[src/hw/rtl/rvc_pkg.sv]
`timescale 1ns / 1ps

package rvc_pkg;

    // Slot count and derived widths
    localparam int SLOT_COUNT = 8;
    localparam int IDX_W = (SLOT_COUNT > 1) ? $clog2(SLOT_COUNT) : 1;
    localparam logic [IDX_W-1:0] SLOT_LAST = IDX_W'(SLOT_COUNT - 1);

    // Field widths
    localparam int KIND_W = 2;
    localparam int DEPTH_MODE_W = 3;
    localparam int SLOT_FIELD_W = 3;

    // Entry layout: key above use count
    localparam int KEY_W = 11;
    localparam int USES_W = 32;
    localparam int ENTRY_W = KEY_W + USES_W;
    localparam logic [KEY_W-1:0] KEY_VALID_BIT = KEY_W'(1 << 7);
    localparam logic [USES_W-1:0] USES_MAX = '1;

    // Controller to datapath
    typedef struct packed {
        logic             start;
        logic             rd_en;
        logic [IDX_W-1:0] rd_addr;
        logic             scan;
        logic             commit;
    } cmd_t;

    // Datapath to controller
    typedef struct packed {
        logic hit;
        logic last;
        logic out_free;
    } status_t;

    // Pack the render settings into a slot key; bit 7 marks a used key
    function automatic logic [KEY_W-1:0] pack_key(
        input logic [KIND_W-1:0]       render_kind,
        input logic                    color_key_on,
        input logic                    intensity_on,
        input logic                    perspective_on,
        input logic                    writes_color,
        input logic                    writes_depth,
        input logic [DEPTH_MODE_W-1:0] depth_mode
    );
        logic [KEY_W-1:0] key;
        key = {depth_mode, 1'b0, writes_depth, writes_color, perspective_on,
               intensity_on, color_key_on, render_kind};
        return key | KEY_VALID_BIT;
    endfunction

    // Report the low bits of a slot number in the result field
    function automatic logic [SLOT_FIELD_W-1:0] slot_field(input logic [IDX_W-1:0] idx);
        logic [IDX_W+SLOT_FIELD_W-1:0] wide;
        wide = {{SLOT_FIELD_W{1'b0}}, idx};
        return wide[SLOT_FIELD_W-1:0];
    endfunction

endpackage

[src/hw/rtl/rvc_ifs.sv]
`timescale 1ns / 1ps

// Lookup channel: one set of render settings per transfer
interface rvc_lookup_if;
    logic                            valid;
    logic                            ready;
    logic [rvc_pkg::KIND_W-1:0]       render_kind;
    logic                            color_key_on;
    logic                            intensity_on;
    logic                            perspective_on;
    logic                            writes_color;
    logic                            writes_depth;
    logic [rvc_pkg::DEPTH_MODE_W-1:0] depth_mode;

    modport source (
        output valid, render_kind, color_key_on, intensity_on, perspective_on,
               writes_color, writes_depth, depth_mode,
        input  ready
    );
    modport sink (
        input  valid, render_kind, color_key_on, intensity_on, perspective_on,
               writes_color, writes_depth, depth_mode,
        output ready
    );
endinterface

// Result channel: slot number and miss flags per transfer
interface rvc_result_if;
    logic                            valid;
    logic                            ready;
    logic [rvc_pkg::SLOT_FIELD_W-1:0] slot_index;
    logic                            miss;
    logic                            evicted;

    modport source (
        output valid, slot_index, miss, evicted,
        input  ready
    );
    modport sink (
        input  valid, slot_index, miss, evicted,
        output ready
    );
endinterface

[src/hw/rtl/rvc_ctrl.sv]
`timescale 1ns / 1ps

module rvc_ctrl (
    input  logic             clk,
    input  logic             rst_n,
    input  logic             lookup_valid,
    output logic             lookup_ready,
    input  rvc_pkg::status_t status,
    output rvc_pkg::cmd_t    cmd
);

    typedef enum logic [1:0] {
        ST_IDLE,
        ST_SCAN,
        ST_WRITE
    } state_t;

    state_t                    state_reg;
    logic [rvc_pkg::IDX_W-1:0] cnt_reg;
    logic                      issue_done_reg;

    // Decode commands from state
    assign lookup_ready = (state_reg == ST_IDLE);
    assign cmd.start    = lookup_ready && lookup_valid;
    assign cmd.scan     = (state_reg == ST_SCAN);
    assign cmd.rd_en    = cmd.scan && !issue_done_reg;
    assign cmd.rd_addr  = cnt_reg;
    assign cmd.commit   = (state_reg == ST_WRITE) && status.out_free;

    // Sequence: accept, scan slots one per cycle, commit
    always_ff @(posedge clk or negedge rst_n)
    begin
        if (!rst_n)
        begin
            state_reg      <= ST_IDLE;
            cnt_reg        <= '0;
            issue_done_reg <= 1'b0;
        end
        else
        begin
            unique case (state_reg)
                ST_IDLE:
                begin
                    if (cmd.start)
                    begin
                        state_reg      <= ST_SCAN;
                        cnt_reg        <= '0;
                        issue_done_reg <= 1'b0;
                    end
                end
                ST_SCAN:
                begin
                    if (cmd.rd_en)
                    begin
                        if (cnt_reg == rvc_pkg::SLOT_LAST)
                            issue_done_reg <= 1'b1;
                        else
                            cnt_reg <= cnt_reg + 1'b1;
                    end
                    if (status.hit || status.last)
                        state_reg <= ST_WRITE;
                end
                ST_WRITE:
                begin
                    if (cmd.commit)
                        state_reg <= ST_IDLE;
                end
                default:
                begin
                    state_reg <= ST_IDLE;
                end
            endcase
        end
    end

endmodule

[src/hw/rtl/rvc_datapath.sv]
`timescale 1ns / 1ps

module rvc_datapath (
    input  logic                             clk,
    input  logic                             rst_n,
    input  logic [rvc_pkg::KEY_W-1:0]        key,
    input  rvc_pkg::cmd_t                    cmd,
    output rvc_pkg::status_t                 status,
    output logic                             result_valid,
    input  logic                             result_ready,
    output logic [rvc_pkg::SLOT_FIELD_W-1:0] slot_index,
    output logic                             miss,
    output logic                             evicted
);

    localparam int N = rvc_pkg::SLOT_COUNT;
    localparam int IW = rvc_pkg::IDX_W;
    localparam int KW = rvc_pkg::KEY_W;
    localparam int UW = rvc_pkg::USES_W;
    localparam int EW = rvc_pkg::ENTRY_W;

    // Slot entries: key and use count, no reset
    logic [EW-1:0] entry_mem [N];
    logic [EW-1:0] rd_data_reg;

    logic          eval_vld_reg;
    logic [IW-1:0] eval_idx_reg;
    logic [KW-1:0] key_reg;

    // Per-slot flags: key written, use count live since last clear
    logic [N-1:0]  key_valid_reg;
    logic [N-1:0]  key_valid_next;
    logic [N-1:0]  uses_live_reg;
    logic [N-1:0]  uses_live_next;

    // Scan trackers
    logic          hit_found_reg;
    logic [IW-1:0] hit_idx_reg;
    logic [UW-1:0] hit_uses_reg;
    logic          empty_found_reg;
    logic [IW-1:0] empty_idx_reg;
    logic [UW-1:0] best_reg;
    logic [IW-1:0] best_idx_reg;

    // Result register
    logic                             out_valid_reg;
    logic [rvc_pkg::SLOT_FIELD_W-1:0] out_slot_reg;
    logic                             out_miss_reg;
    logic                             out_evict_reg;

    logic [KW-1:0] eval_key;
    logic [UW-1:0] eval_uses;
    logic          eval_slot_used;
    logic          eval_match;
    logic [IW-1:0] dest_idx;
    logic [N-1:0]  dest_onehot;
    logic [UW-1:0] wr_uses;

    // Evaluate the slot read last cycle
    assign eval_key       = rd_data_reg[EW-1 -: KW];
    assign eval_slot_used = key_valid_reg[eval_idx_reg];
    assign eval_uses      = uses_live_reg[eval_idx_reg] ? rd_data_reg[UW-1:0] : '0;
    assign eval_match     = eval_vld_reg && eval_slot_used && (eval_key == key_reg);

    assign status.hit      = eval_match;
    assign status.last     = eval_vld_reg && (eval_idx_reg == rvc_pkg::SLOT_LAST);
    assign status.out_free = !out_valid_reg || result_ready;

    // Pick the destination: hit slot, highest empty slot, or least-used slot
    always_comb
    begin
        if (hit_found_reg)
            dest_idx = hit_idx_reg;
        else if (empty_found_reg)
            dest_idx = empty_idx_reg;
        else
            dest_idx = best_idx_reg;
    end

    assign dest_onehot = {{(N-1){1'b0}}, 1'b1} << dest_idx;

    // Saturating count on a hit, a fresh count of one on a miss
    always_comb
    begin
        if (!hit_found_reg)
            wr_uses = UW'(1);
        else if (hit_uses_reg == rvc_pkg::USES_MAX)
            wr_uses = hit_uses_reg;
        else
            wr_uses = hit_uses_reg + UW'(1);
    end

    // Flag updates on commit; an eviction clears every other count
    always_comb
    begin
        key_valid_next = key_valid_reg;
        uses_live_next = uses_live_reg;
        if (cmd.commit)
        begin
            key_valid_next = key_valid_reg | dest_onehot;
            if (hit_found_reg || empty_found_reg)
                uses_live_next = uses_live_reg | dest_onehot;
            else
                uses_live_next = dest_onehot;
        end
    end

    // Memory write and registered read
    always_ff @(posedge clk)
    begin
        if (cmd.commit)
            entry_mem[dest_idx] <= {key_reg, wr_uses};
        if (cmd.rd_en)
            rd_data_reg <= entry_mem[cmd.rd_addr];
    end

    // Payload registers
    always_ff @(posedge clk)
    begin
        if (cmd.start)
            key_reg <= key;
        if (cmd.rd_en)
            eval_idx_reg <= cmd.rd_addr;
        if (cmd.commit)
        begin
            out_slot_reg  <= rvc_pkg::slot_field(dest_idx);
            out_miss_reg  <= !hit_found_reg;
            out_evict_reg <= !hit_found_reg && !empty_found_reg;
        end
    end

    // Control registers and scan trackers
    always_ff @(posedge clk or negedge rst_n)
    begin
        if (!rst_n)
        begin
            eval_vld_reg    <= 1'b0;
            key_valid_reg   <= '0;
            uses_live_reg   <= '0;
            hit_found_reg   <= 1'b0;
            hit_idx_reg     <= '0;
            hit_uses_reg    <= '0;
            empty_found_reg <= 1'b0;
            empty_idx_reg   <= '0;
            best_reg        <= rvc_pkg::USES_MAX;
            best_idx_reg    <= '0;
            out_valid_reg   <= 1'b0;
        end
        else
        begin
            eval_vld_reg  <= cmd.rd_en;
            key_valid_reg <= key_valid_next;
            uses_live_reg <= uses_live_next;

            if (cmd.start)
            begin
                hit_found_reg   <= 1'b0;
                empty_found_reg <= 1'b0;
                best_reg        <= rvc_pkg::USES_MAX;
                best_idx_reg    <= '0;
            end
            else if (cmd.scan && eval_vld_reg)
            begin
                if (eval_match)
                begin
                    hit_found_reg <= 1'b1;
                    hit_idx_reg   <= eval_idx_reg;
                    hit_uses_reg  <= eval_uses;
                end
                else
                begin
                    // Later empty slots win
                    if (!eval_slot_used)
                    begin
                        empty_found_reg <= 1'b1;
                        empty_idx_reg   <= eval_idx_reg;
                    end
                    // Strict compare keeps the first minimum
                    if (eval_uses < best_reg)
                    begin
                        best_reg     <= eval_uses;
                        best_idx_reg <= eval_idx_reg;
                    end
                end
            end

            // Hold the result until its transfer
            if (cmd.commit)
                out_valid_reg <= 1'b1;
            else if (result_ready)
                out_valid_reg <= 1'b0;
        end
    end

    assign result_valid = out_valid_reg;
    assign slot_index   = out_slot_reg;
    assign miss         = out_miss_reg;
    assign evicted      = out_evict_reg;

endmodule

[src/hw/rtl/render_variant_cache_lookup.sv]
`timescale 1ns / 1ps
// Channel  Dir  Transfer when    Payload
// lookup   in   valid && ready   render_kind, five flags, depth_mode
// result   out  valid && ready   slot_index, miss, evicted
//
// A miss scans all SLOT_COUNT slots (eight here); a hit in slot s ends the
// scan after slot s. The scan reads one slot per cycle through
// the single read port of the entry memory. One lookup scans at a time.
// Reset clears the per-slot valid and live-count flags at once; no clearing pass.
// A stalled result stays in its output register; the next lookup is taken
// meanwhile, and its commit waits until that register is free.

module render_variant_cache_lookup (
    input logic        clk,
    input logic        rst_n,
    rvc_lookup_if.sink lookup,
    rvc_result_if.source result
);

    rvc_pkg::cmd_t                cmd;
    rvc_pkg::status_t             status;
    logic [rvc_pkg::KEY_W-1:0]    lookup_key;

    // Pack the settings into a key
    assign lookup_key = rvc_pkg::pack_key(lookup.render_kind, lookup.color_key_on,
                                          lookup.intensity_on, lookup.perspective_on,
                                          lookup.writes_color, lookup.writes_depth,
                                          lookup.depth_mode);

    rvc_ctrl u_ctrl (
        .clk          (clk),
        .rst_n        (rst_n),
        .lookup_valid (lookup.valid),
        .lookup_ready (lookup.ready),
        .status       (status),
        .cmd          (cmd)
    );

    rvc_datapath u_datapath (
        .clk          (clk),
        .rst_n        (rst_n),
        .key          (lookup_key),
        .cmd          (cmd),
        .status       (status),
        .result_valid (result.valid),
        .result_ready (result.ready),
        .slot_index   (result.slot_index),
        .miss         (result.miss),
        .evicted      (result.evicted)
    );

endmodule

[src/flat_wrapper.sv]
// flat-port wrapper written by rule: the top's interface ports become plain ports
module render_variant_cache_lookup_flat 
  (clk, rst_n, lookup_valid, lookup_render_kind, lookup_color_key_on, lookup_intensity_on, lookup_perspective_on, lookup_writes_color, lookup_writes_depth, lookup_depth_mode, lookup_ready, result_valid, result_slot_index, result_miss, result_evicted, result_ready);
  rvc_lookup_if lookup_i ();
  rvc_result_if result_i ();
  input logic clk;
  input logic rst_n;
  input wire logic [$bits(lookup_i.valid)-1:0] lookup_valid;
  input wire logic [$bits(lookup_i.render_kind)-1:0] lookup_render_kind;
  input wire logic [$bits(lookup_i.color_key_on)-1:0] lookup_color_key_on;
  input wire logic [$bits(lookup_i.intensity_on)-1:0] lookup_intensity_on;
  input wire logic [$bits(lookup_i.perspective_on)-1:0] lookup_perspective_on;
  input wire logic [$bits(lookup_i.writes_color)-1:0] lookup_writes_color;
  input wire logic [$bits(lookup_i.writes_depth)-1:0] lookup_writes_depth;
  input wire logic [$bits(lookup_i.depth_mode)-1:0] lookup_depth_mode;
  output wire logic [$bits(lookup_i.ready)-1:0] lookup_ready;
  output wire logic [$bits(result_i.valid)-1:0] result_valid;
  output wire logic [$bits(result_i.slot_index)-1:0] result_slot_index;
  output wire logic [$bits(result_i.miss)-1:0] result_miss;
  output wire logic [$bits(result_i.evicted)-1:0] result_evicted;
  input wire logic [$bits(result_i.ready)-1:0] result_ready;
  assign lookup_i.valid = lookup_valid;
  assign lookup_i.render_kind = lookup_render_kind;
  assign lookup_i.color_key_on = lookup_color_key_on;
  assign lookup_i.intensity_on = lookup_intensity_on;
  assign lookup_i.perspective_on = lookup_perspective_on;
  assign lookup_i.writes_color = lookup_writes_color;
  assign lookup_i.writes_depth = lookup_writes_depth;
  assign lookup_i.depth_mode = lookup_depth_mode;
  assign lookup_ready = lookup_i.ready;
  assign result_valid = result_i.valid;
  assign result_slot_index = result_i.slot_index;
  assign result_miss = result_i.miss;
  assign result_evicted = result_i.evicted;
  assign result_i.ready = result_ready;
  render_variant_cache_lookup u_core (.clk(clk), .rst_n(rst_n), .lookup(lookup_i), .result(result_i));
endmodule
[config.mk]
export PLATFORM = sky130hd
export DESIGN_NAME = render_variant_cache_lookup_flat
export DESIGN_NICKNAME = d
export VERILOG_FILES = /design/src/hw/rtl/rvc_pkg.sv /design/src/hw/rtl/rvc_ifs.sv /design/src/hw/rtl/rvc_ctrl.sv /design/src/hw/rtl/rvc_datapath.sv /design/src/hw/rtl/render_variant_cache_lookup.sv /design/src/flat_wrapper.sv
export SDC_FILE = /design/constraint.sdc
export NUM_CORES = 1
export LEC_CHECK = 0
export ABC_AREA = 1
export BUFFER_PORTS_ARGS = -buffer_cell sky130_fd_sc_hd__buf_2
export CORE_MARGIN = 5
export CORE_UTILIZATION = 63
export CTS_CLUSTER_SIZE = 16
export DETAILED_ROUTE_END_ITERATION = 10
export GPL_TIMING_DRIVEN = 1
export HOLD_SLACK_MARGIN = 0.15
export PLACE_DENSITY = 0.79
export SLEW_MARGIN = 30
export SYNTH_ARGS = -nofsm -noshare
export SYNTH_HDL_FRONTEND = slang
export SYNTH_SLANG_ARGS = --single-unit
[constraint.sdc]
create_clock -name clk -period 8.05 [get_ports clk]
set_input_delay 1.2075 -clock clk [delete_from_list [all_inputs] [get_ports clk]]
set_output_delay 1.2075 -clock clk [all_outputs]
set_load 0.01 [all_outputs]
Word-level counts from Yosys, hierarchy flattened
Memories as Yosys holds them, arrays and structs flattened. A register that Yosys moved wholly into a read port is not among the register bits.
Cells that the tools add are included.
{"block": "op_classes", "add_sub_neg": 2, "magnitude_cmp": 2, "n_eq_ne": 14, "n_shift": 1, "muxes": 41, "n_bitwise": 5, "n_reduce_logical": 29}
{"cell": "$mux 32", "count": 7}
{"cell": "$add 32x1->32 const B", "count": 1}
{"cell": "$eq 32x32->1 const B", "count": 1}
{"cell": "$lt 32x32->1", "count": 1}
{"cell": "$mux 3", "count": 9}
{"cell": "$mux 1", "count": 16}
{"cell": "$or 8x8->8", "count": 2}
{"cell": "$ne 2x1->1 const B", "count": 7}
{"cell": "$reduce_and 3->1", "count": 4}
{"cell": "$reduce_and 4->1", "count": 3}
{"cell": "$eq 11x11->1", "count": 1}
{"cell": "$reduce_bool 2->1", "count": 5}
{"cell": "$logic_and 1x1->1", "count": 8}
{"cell": "$mux 8", "count": 1}
{"cell": "$shl 1x3->8 const A", "count": 1}
{"cell": "$bmux 1 s3", "count": 2}
{"cell": "$eq 3x3->1 const B", "count": 2}
{"cell": "$mux 2", "count": 3}
{"cell": "$pmux 2 s3", "count": 1}
{"cell": "$pmux 3 s2", "count": 1}
{"cell": "$logic_not 1->1", "count": 4}
{"cell": "$lt 3x4->1 const B", "count": 1}
{"cell": "$add 3x1->3 const B", "count": 1}
{"cell": "$logic_or 1x1->1", "count": 3}
{"cell": "other kinds (7)", "count": 9}
{"block": "totals", "ff_bits": 160, "ramBits": 336, "inputBits": 14, "output_inout_bits": 7, "wordCells": 115, "mem_count": 1}
{"name": "u_core.u_datapath.entry_mem", "depth": 8, "word_bits": 42, "rd": 1, "rd_ports_with_merged_regs": 1, "write_ports": 1, "line_no": "rvc_datapath.sv:23", "text": "logic [EW-1:0] entry_mem [N];"}

Logic depth before layout (Yosys ltp)
Gate-level depths: netlist of run 1.
{"block": "logic_depth", "word_depth": 8, "depth_mapped": 23, "mapped_depth_nobuf": 20}

Hierarchy
Synthesis of run 1 repeated with hierarchy kept, for this count alone.
{"block": "unflattened", "cells_unflattened": 1953, "hier_area_um2": 21543.2}
{"module": "rvc_datapath", "n_inst": 1, "cells_each": 1912, "area_each_um2": 21204.1, "seq_area_each_um2": 14559.0}
{"module": "rvc_ctrl", "n_inst": 1, "cells_each": 40, "area_each_um2": 335.3, "seq_area_each_um2": 150.1}
{"module": "render_variant_cache_lookup", "n_inst": 1, "cells_each": 1, "area_each_um2": 3.8, "seq_area_each_um2": 0.0}

Least setup slack after synthesis of run 1
OpenSTA, ideal clock, no wires.
{"block": "synth_timing", "path_type": "in2reg", "startpoint": "in result_ready", "endpoint": "mem u_core.u_datapath.entry_mem[0][0] in the netlist's numbering, enable pin", "setup_time_ps": 442, "arrival_time_ps": 3749, "t_required_ps": 7608, "setup_slack_ps": 3858, "stages": 4, "path_buffers": 0, "cell_sequence": "nor2_1 -> nor2_1 -> inv_1 -> nor2_1"}
{"element": "start: declaration", "line_no": "flat_wrapper.sv:21", "text": "input wire logic [$bits(result_i.ready)-1:0] result_ready;"}
{"element": "end: declaration", "line_no": "rvc_datapath.sv:23"}

Final worst setup path of run 1
{"block": "layout_timing", "startpoint": "reg u_core.u_datapath.eval_idx_reg[0]", "endpoint": "reg u_core.u_datapath.best_reg[28]"}
{"block": "layout_between", "word_cells_on_any_way": 15, "cone_classes": "order compare (1); eq/ne (1); mux (9); reduce/logical (4)"}
{"element": "start: declaration", "line_no": "rvc_datapath.sv:27", "text": "logic [IW-1:0] eval_idx_reg;"}
{"element": "start signal: assignment", "line_no": "rvc_datapath.sv:123", "text": "eval_idx_reg <= cmd.rd_addr;"}
{"element": "$bmux 1 s3", "line_no": "rvc_datapath.sv:62", "text": "assign eval_uses = uses_live_reg[eval_idx_reg] ? rd_data_reg[UW-1:0] : '0;"}
{"element": "$mux 1 (implied by the code)", "line_no": "rvc_datapath.sv:62"}
{"element": "$mux 32", "line_no": "rvc_datapath.sv:62"}
{"element": "net u_core.u_datapath.eval_uses[19]", "line_no": "rvc_datapath.sv:52", "text": "logic [UW-1:0] eval_uses;"}
{"element": "$lt 32x32->1", "line_no": "rvc_datapath.sv:179", "text": "if (eval_uses < best_reg)"}
{"element": "$reduce_bool 2->1 (no line)"}
{"element": "$reduce_and 3->1 (no line)"}
{"element": "end signal: assignment", "line_no": "rvc_datapath.sv:145", "text": "best_reg <= rvc_pkg::USES_MAX;"}
{"element": "end signal: assignment", "line_no": "rvc_datapath.sv:159", "text": "best_reg <= rvc_pkg::USES_MAX;"}
{"element": "end signal: assignment", "line_no": "rvc_datapath.sv:181", "text": "best_reg <= eval_uses;"}
{"element": "end: declaration", "line_no": "rvc_datapath.sv:42", "text": "logic [UW-1:0] best_reg;"}
The timed path passes the listed nets, and every way through them passes these cells. The select of a mux whose other input is x is not followed.
A chain may end at the register's enable or synchronous reset.

==> results.md, run 1 <==
- Min Tclk post-route: 4.54 ns
- Syn nets: 1982
- Clock Latency Late Sink: 0.60 ns
- Post_cts resized: 0
- Count leader, synth: edfxtp_1
- Core Area: 33400 um^2
- GRT Util Overall: 25.7%
- Ys flop type: edfxtp_1
- First-pass GRT wire length: 76100 um
- 1st-pass router iterations: 6
- Avg Cell Area, Syn: 11.0 um^2
- Syn Std Cell Area: 21200 um^2
- Top cell types by occurrence after synthesis: 396 x edfxtp_1, 356 x nor2_1, 254 x o21ai_0
- Critical path class: register to register
- CP bufs+invs: 3
- Layout cells sized above 1: 9.43%
- Tcrit/Tclk final: 56.3%
- Die H: 193 um
- Crit path launch: u_core.u_datapath.eval_idx_reg[0]
- DRT iter0 DRCs: about 1700
- Die ar.: 37400 um^2
- P&R area growth vs syn: 9.73%
- Worst Path Required: 8.59 ns
- Final Max Slew Viols: 0
- IO Count: 21
- Final setup fails: 0
- Area share of the largest cell type after synthesis: between 50% and 60%
- Flops & latches, synth: 495
- Post-CTS setup buffer count: 0
- Clock Skew: ~0.021 ns
- Min-delay src: u_core.u_datapath.key_valid_reg[1]
- Cts hold-fix bufs: 0
- Overall power: ~8200 uW
- P_leak: 0.00867 uW
- Max-Cap Viols: 0
- Cell area power density: roughly 350 nW/um^2
- Setup TNS: 0 ns
- Top cells by area, synth: edfxtp_1 56%, dfrtp_1 7.9%, nor2_1 6.3%
- Grt total ovfl: 0
- Max frequency: 220 MHz
- R2R setup slack: about 3.5 ns
- N_diodes: 0
- Total number of H-tree levels: 2
- Crit path cell chain: inv_2 > nand2_1 > nand3_1 > nand3_2 > nand2_1 > clkinv_1 > nand2_1 > inv_1 > ha_1 > a21oi_1 > o21ai_0 > nand3_1 > nand2_1 > nand2_1 > a21oi_1 > nor3_4 > nand2_8 > nand2_8 > nand2_1 > nand2_1
- FFs w/ async S/R, synth: 20.0%
- CTS tree: done
- Max VDD drop: 0.216 mV
- Fillers: 2404
- Row cnt: 67
- Mapped Cells: just under 2000
- CTS Buf Count: 48
- Critical path fanouts, max: 37
- DRC viols: 0
- CP most frequent cell: nand2_1
- CP Launch Type: register
- Worst-margin pin slew: 0.913 ns
- Final GP Congestion: 0.918
- CP delay by family, top: simple AND/OR/NAND/NOR gates
- Detailed Route WL: 48900 um
- Crit path DAT: 5.07 ns
- Unrepaired setup endpoints after global routing: false
- Vias per inst: 5.94
- CP max-delay cell: clkinv_1
- Sequential fraction of the synthesis area: about two thirds
- Detailed Place HPWL: 27700 um
- Initial antenna violation count: 0
- Slew HR: between 30 and 40%
- CP peak stage delay: about 0.6 ns
- Initial Util: between 60% and 70%
- Post-synth EDFFs: 396
- R2R Path Start: u_core.u_datapath.eval_idx_reg[0]
- IO Port Bufs: 20
- Worst hold path class: register to register
- Synth Warn #: 0
- Status: finished, final reports clean
- Antenna violation net count after detailed routing: 0
- CTS clk-pin slew, worst paths: 0.06 ns
- Clk root buf: clkbuf_16
- Largest net degree at the start of global routing: 107
- Max FFs per register: 336
- Vias in the first global route: between 10000 and 15000
- Yosys top cell by area: edfxtp_1
- CTS Buffer Depth: 3
- Hold Fails Final Rpt: 0
- Clock Sinks: 495
- Critical Path End Type: register
- Final-stage net count: 1980
- Wirelength per Cell: 20.2 um
- Hold_ws: approximately 0.47 ns
- Netlist cell types: 43
- Total number of vias: between 10000 and 15000
- Die width: 193 um
## power by group
part | internal, uW | switching (uW) | leakage, uW
sequential | 3300 | 242 | 0.00453
clock | 1290 | 949 | 0.000763
combinational | 725 | 1670 | 0.00338
## final timing paths
| check | end | cells past startpoint |
|---|---|---|
| min in group asynchronous | u_core.u_datapath.result_valid | 1 |
| max in group asynchronous | u_core.u_datapath.hit_uses_reg[4] | 2 |
| min reg2reg | u_core.u_datapath.key_valid_reg[1] | 2 |
| max | u_core.u_datapath.best_reg[28] | 20 |
| max reg2reg | u_core.u_datapath.best_reg[28] | 20 |
| min | u_core.u_datapath.key_valid_reg[1] | 2 |
## area by class of cell
cell class / count / area (um^2) / share of cell area [%]
Timing Repair Buffer: 39 / 265 / 1.14
Sequential cell: 495 / 14400 / 62.0
Clock inverter: 27 / 285 / 1.23
Clock buffer: 63 / 1280 / 5.49
Tap cell: 448 / 561 / 2.41
Multi-Input combinational cell: 1166 / 5770 / 24.8
Inverter: 182 / 689 / 2.96
## stage by stage
step	util (%)	instances	instance area, um^2	worst slack (ns)
2_1_floorplan	-	1934	21200	3.86
3_3_place_gp	64.9	2329	21700	3.77
3_5_place_dp	64.9	2329	21700	3.60
4_1_cts	69.6	2419	23200	3.57
5_1_grt	69.7	2420	23300	3.08
6_report	69.7	2420	23300	3.51
## cell families (layout without fill, tap and decap cells)
group	count (synthesis)	after routing	synth area share [%]
xor gates and xnor gates	21	21	0.868
and+or+nand+nor	729	729	14.5
DFF	495	495	68.0
AOI/OAI and AO/OA	382	382	9.68
buffers and inverters	273	311	5.01
adders and majority gates	34	34	2.01
## cells in the final DEF (no fill, tap or decap), types with 17 or more instances in the layout
cell type,n
a21oi_1,27
a31oi_1,45
buf_2,19
buf_4,17
clkbuf_16,48
dfrtp_1,65
dfstp_2,32
edfxtp_1,396
ha_1,34
inv_1,168
nand2_1,234
nand3_1,68
nor2_1,353
o21ai_0,253
o22ai_1,45
xor2_1,18
## routing by layer
metal | GRT usage (%) | wire length, um | up-vias
met1 | 35.7 | 20200 | 7011
li1 | - | - | 6674
met3 | 4.31 | 3830 | 95
met2 | 41.8 | 23400 | 599
met4 | 8.92 | 1440 | 0
met5 | 0 | 0 | -
## worst reg2reg max path: stages (launching register included)
cell and delay, ns:
edfxtp_1 0.55, inv_2 0.17, nand2_1 0.08, nand3_1 0.08, nand3_2 0.10, nand2_1 0.50
clkinv_1 0.60, nand2_1 0.27, inv_1 0.06, ha_1 0.29, a21oi_1 0.15, o21ai_0 0.10
nand3_1 0.07, nand2_1 0.05, nand2_1 0.05, a21oi_1 0.09, nor3_4 0.60, nand2_8 0.28
nand2_8 0.21, nand2_1 0.09, nand2_1 0.08
(Power assumes the default switching activity.)
==> run 2, diff against run 1 <==
- CORE_UTILIZATION: 63 -> 57
- PLACE_DENSITY: 0.79 -> 0.76
- clock period: 8.05 -> 3.9 ns (I/O delays scaled with it)
==> run 2 against run 1 <==
Effect of this change: combinational power is 120% higher; clock-buffer cell count is 6 higher; highest routed layer unchanged; critical path depth is 1 lower; maximum frequency is 27% higher; cell count is 2.1% higher; via count hardly changed; die area is 10% higher; clock power is 120% higher; setup slack worse by 3.2 ns; non-clock buffer count is 27 higher.
==> results.md, run 2 (synthesized netlist as in run 1, its figures left out) <==
- Hold Fails Final Rpt: 0 (unchanged)
- Clock Latency Late Sink: 0.60 ns (about the same)
- Vias per inst: 5.82 (was 5.94)
- IO Count: 21 (unchanged)
- Most common cell after layout, fill and taps aside: edfxtp_1 (unchanged)
- Critical Path End Type: register (unchanged)
- Die ar.: 41100 um^2 (was 37400 um^2)
- CP Launch Type: register (unchanged)
- Cell area power density: 730 nW/um^2 (was 351 nW/um^2)
- Post-route insts no fill: 2470 (was 2420)
- Antenna violation net count after detailed routing: 0 (unchanged)
- IO Port Bufs: 20 (unchanged)
- Final-stage net count: 2009 (was 1980)
- Layout cells sized above 1: 10.6% (was 9.43%)
- GRT Util Overall: 23.9% (was 25.7%)
- Initial antenna violation count: 1 (was 0)
- R2R setup slack: 0.32 ns (was 3.51 ns)
- R2R depth: 19 (was 20)
- Crit path cell chain: inv_2 > nand2_1 > nand3_1 > nand3_2 > nand2_1 > buf_4 > nor2_1 > ha_1 > a21oi_1 > nor2_1 > a211oi_1 > nand2_1 > nand2_1 > nand2_1 > nand2_4 > nand2_8 > nand2_8 > nand2_1 > nand2_1 (was inv_2 > nand2_1 > nand3_1 > nand3_2 > nand2_1 > clkinv_1 > nand2_1 > inv_1 > ha_1 > a21oi_1 > o21ai_0 > nand3_1 > nand2_1 > nand2_1 > a21oi_1 > nor3_4 > nand2_8 > nand2_8 > nand2_1 > nand2_1)
- CTS clk-pin slew, worst paths: 0.06 ns (about the same)
- Initial Util: 57.8% (was 63.5%)
- Tcrit/Tclk final: 91.8% (was 56.3%)
- Max frequency: 279 MHz (was 220 MHz)
- Hold_ws: 0.183 ns (was 0.469 ns)
- Worst hold path class: input pin to register (was register to register)
- R2R Path Start: u_core.u_datapath.eval_idx_reg[0] (unchanged)
- Worst R2R End: u_core.u_datapath.best_reg[16] (was u_core.u_datapath.best_reg[28])
- Largest net degree at the start of global routing: 171 (was 107)
- Clock Skew: 0.0232 ns (was 0.0210 ns)
- CTS tree: done (unchanged)
- CP most frequent cell: nand2_1 (unchanged)
- Detailed Place HPWL: 28700 um (was 27700 um)
- Die H: 203 um (was 193 um)
- Clk root buf: clkbuf_16 (unchanged)
- Crit path DAT: 4.11 ns (was 5.07 ns)
- CTS Buffer Depth: 3 (unchanged)
- Final setup fails: 0 (unchanged)
- CP delay by family, top: simple AND/OR/NAND/NOR gates (unchanged)
- DRC viols: 0 (unchanged)
- Final GP Congestion: 0.932 (was 0.918)
- Grt total ovfl: 0 (unchanged)
- Min-delay src: lookup_depth_mode[1] (was u_core.u_datapath.key_valid_reg[1])
- CP bufs+invs: 2 (was 3)
- Unrepaired setup endpoints after global routing: false (unchanged)
- Setup TNS: 0 ns (unchanged)
- Worst Hold End: u_core.u_datapath.key_reg[9] (was u_core.u_datapath.key_valid_reg[1])
- CP max-delay cell: edfxtp_1 (was clkinv_1)
- CP peak stage delay: 0.58 ns (was 0.60 ns)
- P_leak: 0.00888 uW (was 0.00867 uW)
- Setup ws final: 0.320 ns (was 3.51 ns)
- Slew HR: 41.4% (was 39.1%)
- Core Area: 36700 um^2 (was 33400 um^2)
- Worst Path Required: 4.43 ns (was 8.59 ns)
- Total number of vias: 14400 (about the same)
- P&R area growth vs syn: 12.0% (was 9.73%)
- Place WS: -0.0304 ns (was 3.60 ns)
- First-pass GRT wire length: 77400 um (was 76100 um)
- Post-Route Utilization: 64.7% (was 69.7%)
- Clock Sinks: 495 (unchanged)
- Critical path fanouts, max: 37 (unchanged)
- Max FFs per register: 336 (unchanged)
- DRT iter0 DRCs: 1580 (was 1663)
- CTS Buf Count: 50 (was 48)
- Min Tclk post-route: 3.58 ns (was 4.54 ns)
- Vias in the first global route: 13900 (about the same)
- Max-Cap Viols: 0 (unchanged)
- 1st-pass router iterations: 5 (was 6)
- Row cnt: 70 (was 67)
- Fillers: 2680 (was 2404)
- Status: finished, final reports clean (unchanged)
- Total number of H-tree levels: 2 (unchanged)
- Max VDD drop: 0.544 mV (was 0.216 mV)
- Die width: 203 um (was 193 um)
- Final Max Slew Viols: 0 (unchanged)
- Detailed Route WL: 48900 um (about the same)
- Wirelength per Cell: 19.8 um (was 20.2 um)
- N_diodes: 0 (unchanged)
- Most frequent cells in the layout: 396 x edfxtp_1, 353 x nor2_1, 254 x o21ai_0 (was 396 x edfxtp_1, 353 x nor2_1, 253 x o21ai_0)
- Hold Path Cell Cnt: 1 (was 2)
- Worst-margin pin slew: 0.873 ns (was 0.913 ns)
- Critical path class: register to register (unchanged)
- Placed cells: 2365 (was 2329)
## run 2: changes by cell type in the layout (fill, tap and decap cells not counted), moves of 2 or more
cell	change
buf_12	+9
buf_4	+10
clkbuf_1	-2
clkbuf_16	+4
clkbuf_4	+3
clkinv_1	-4
clkinv_2	-2
dlygate4sd3_1	+9
inv_6	+2
## run 2: timing repair
item	4_1_cts	5_1_grt
hold buffers	9	0
hold endpoints to repair	47	0
gates resized for setup	1	1
setup buffers	0	3
setup endpoints to repair	19	35
## run 2: worst max path at each step
stage | to | cells past startpoint | slack (ns) | startpoint
3_5_place_dp | u_core.u_datapath.best_reg[21] | 18 | -0.03 | u_core.u_datapath.eval_idx_reg[0]
2_1_floorplan | u_core.u_datapath.entry_mem[0][0] | 4 | 0.33 | result_ready
3_3_place_gp | u_core.u_datapath.best_reg[14] | 18 | 0.23 | u_core.u_datapath.eval_idx_reg[0]
5_1_grt | u_core.u_datapath.best_reg[15] | 19 | 0.07 | u_core.u_datapath.eval_idx_reg[0]
6_report | u_core.u_datapath.best_reg[16] | 19 | 0.32 | u_core.u_datapath.eval_idx_reg[0]
4_1_cts | u_core.u_datapath.best_reg[16] | 18 | 0.14 | u_core.u_datapath.eval_idx_reg[0]
## run 2: through the flow
stage          total power (uW)  area (um^2)
6_report                  17300        23700
5_1_grt                   18400        23700
4_1_cts                   17300        23700
3_5_place_dp              12500        21900
3_3_place_gp              12200        21900
2_1_floorplan             10800        21200
## run 2: final cells by class
| type | instances | area [um^2] | area share [%] |
|---|---|---|---|
| Multi-Input combinational cell | 1166 | 5760 | 24.3 |
| Sequential cell | 495 | 14400 | 60.7 |
| Clock inverter | 24 | 283 | 1.19 |
| Tap cell | 468 | 586 | 2.47 |
| Clock buffer | 69 | 1410 | 5.92 |
| Timing Repair Buffer | 66 | 599 | 2.52 |
| Inverter | 182 | 693 | 2.92 |
## run 2: per-layer routing
metal	wire length, um	track usage (%)
met5	0	0
met4	973	6.89
met3	3870	3.64
met2	23200	37.9
met1	20900	34.9
## run 2: report_power, final
| group | leakage (uW) | switching (uW) | total, uW | internal [uW] |
|---|---|---|---|---|
| Sequential | 0.00453 | 424 | 7230 | 6810 |
| Combinational | 0.00353 | 3590 | 5250 | 1670 |
| Clock | 0.000828 | 2020 | 4840 | 2820 |
| Total | 0.00888 | 6030 | 17300 | 11300 |
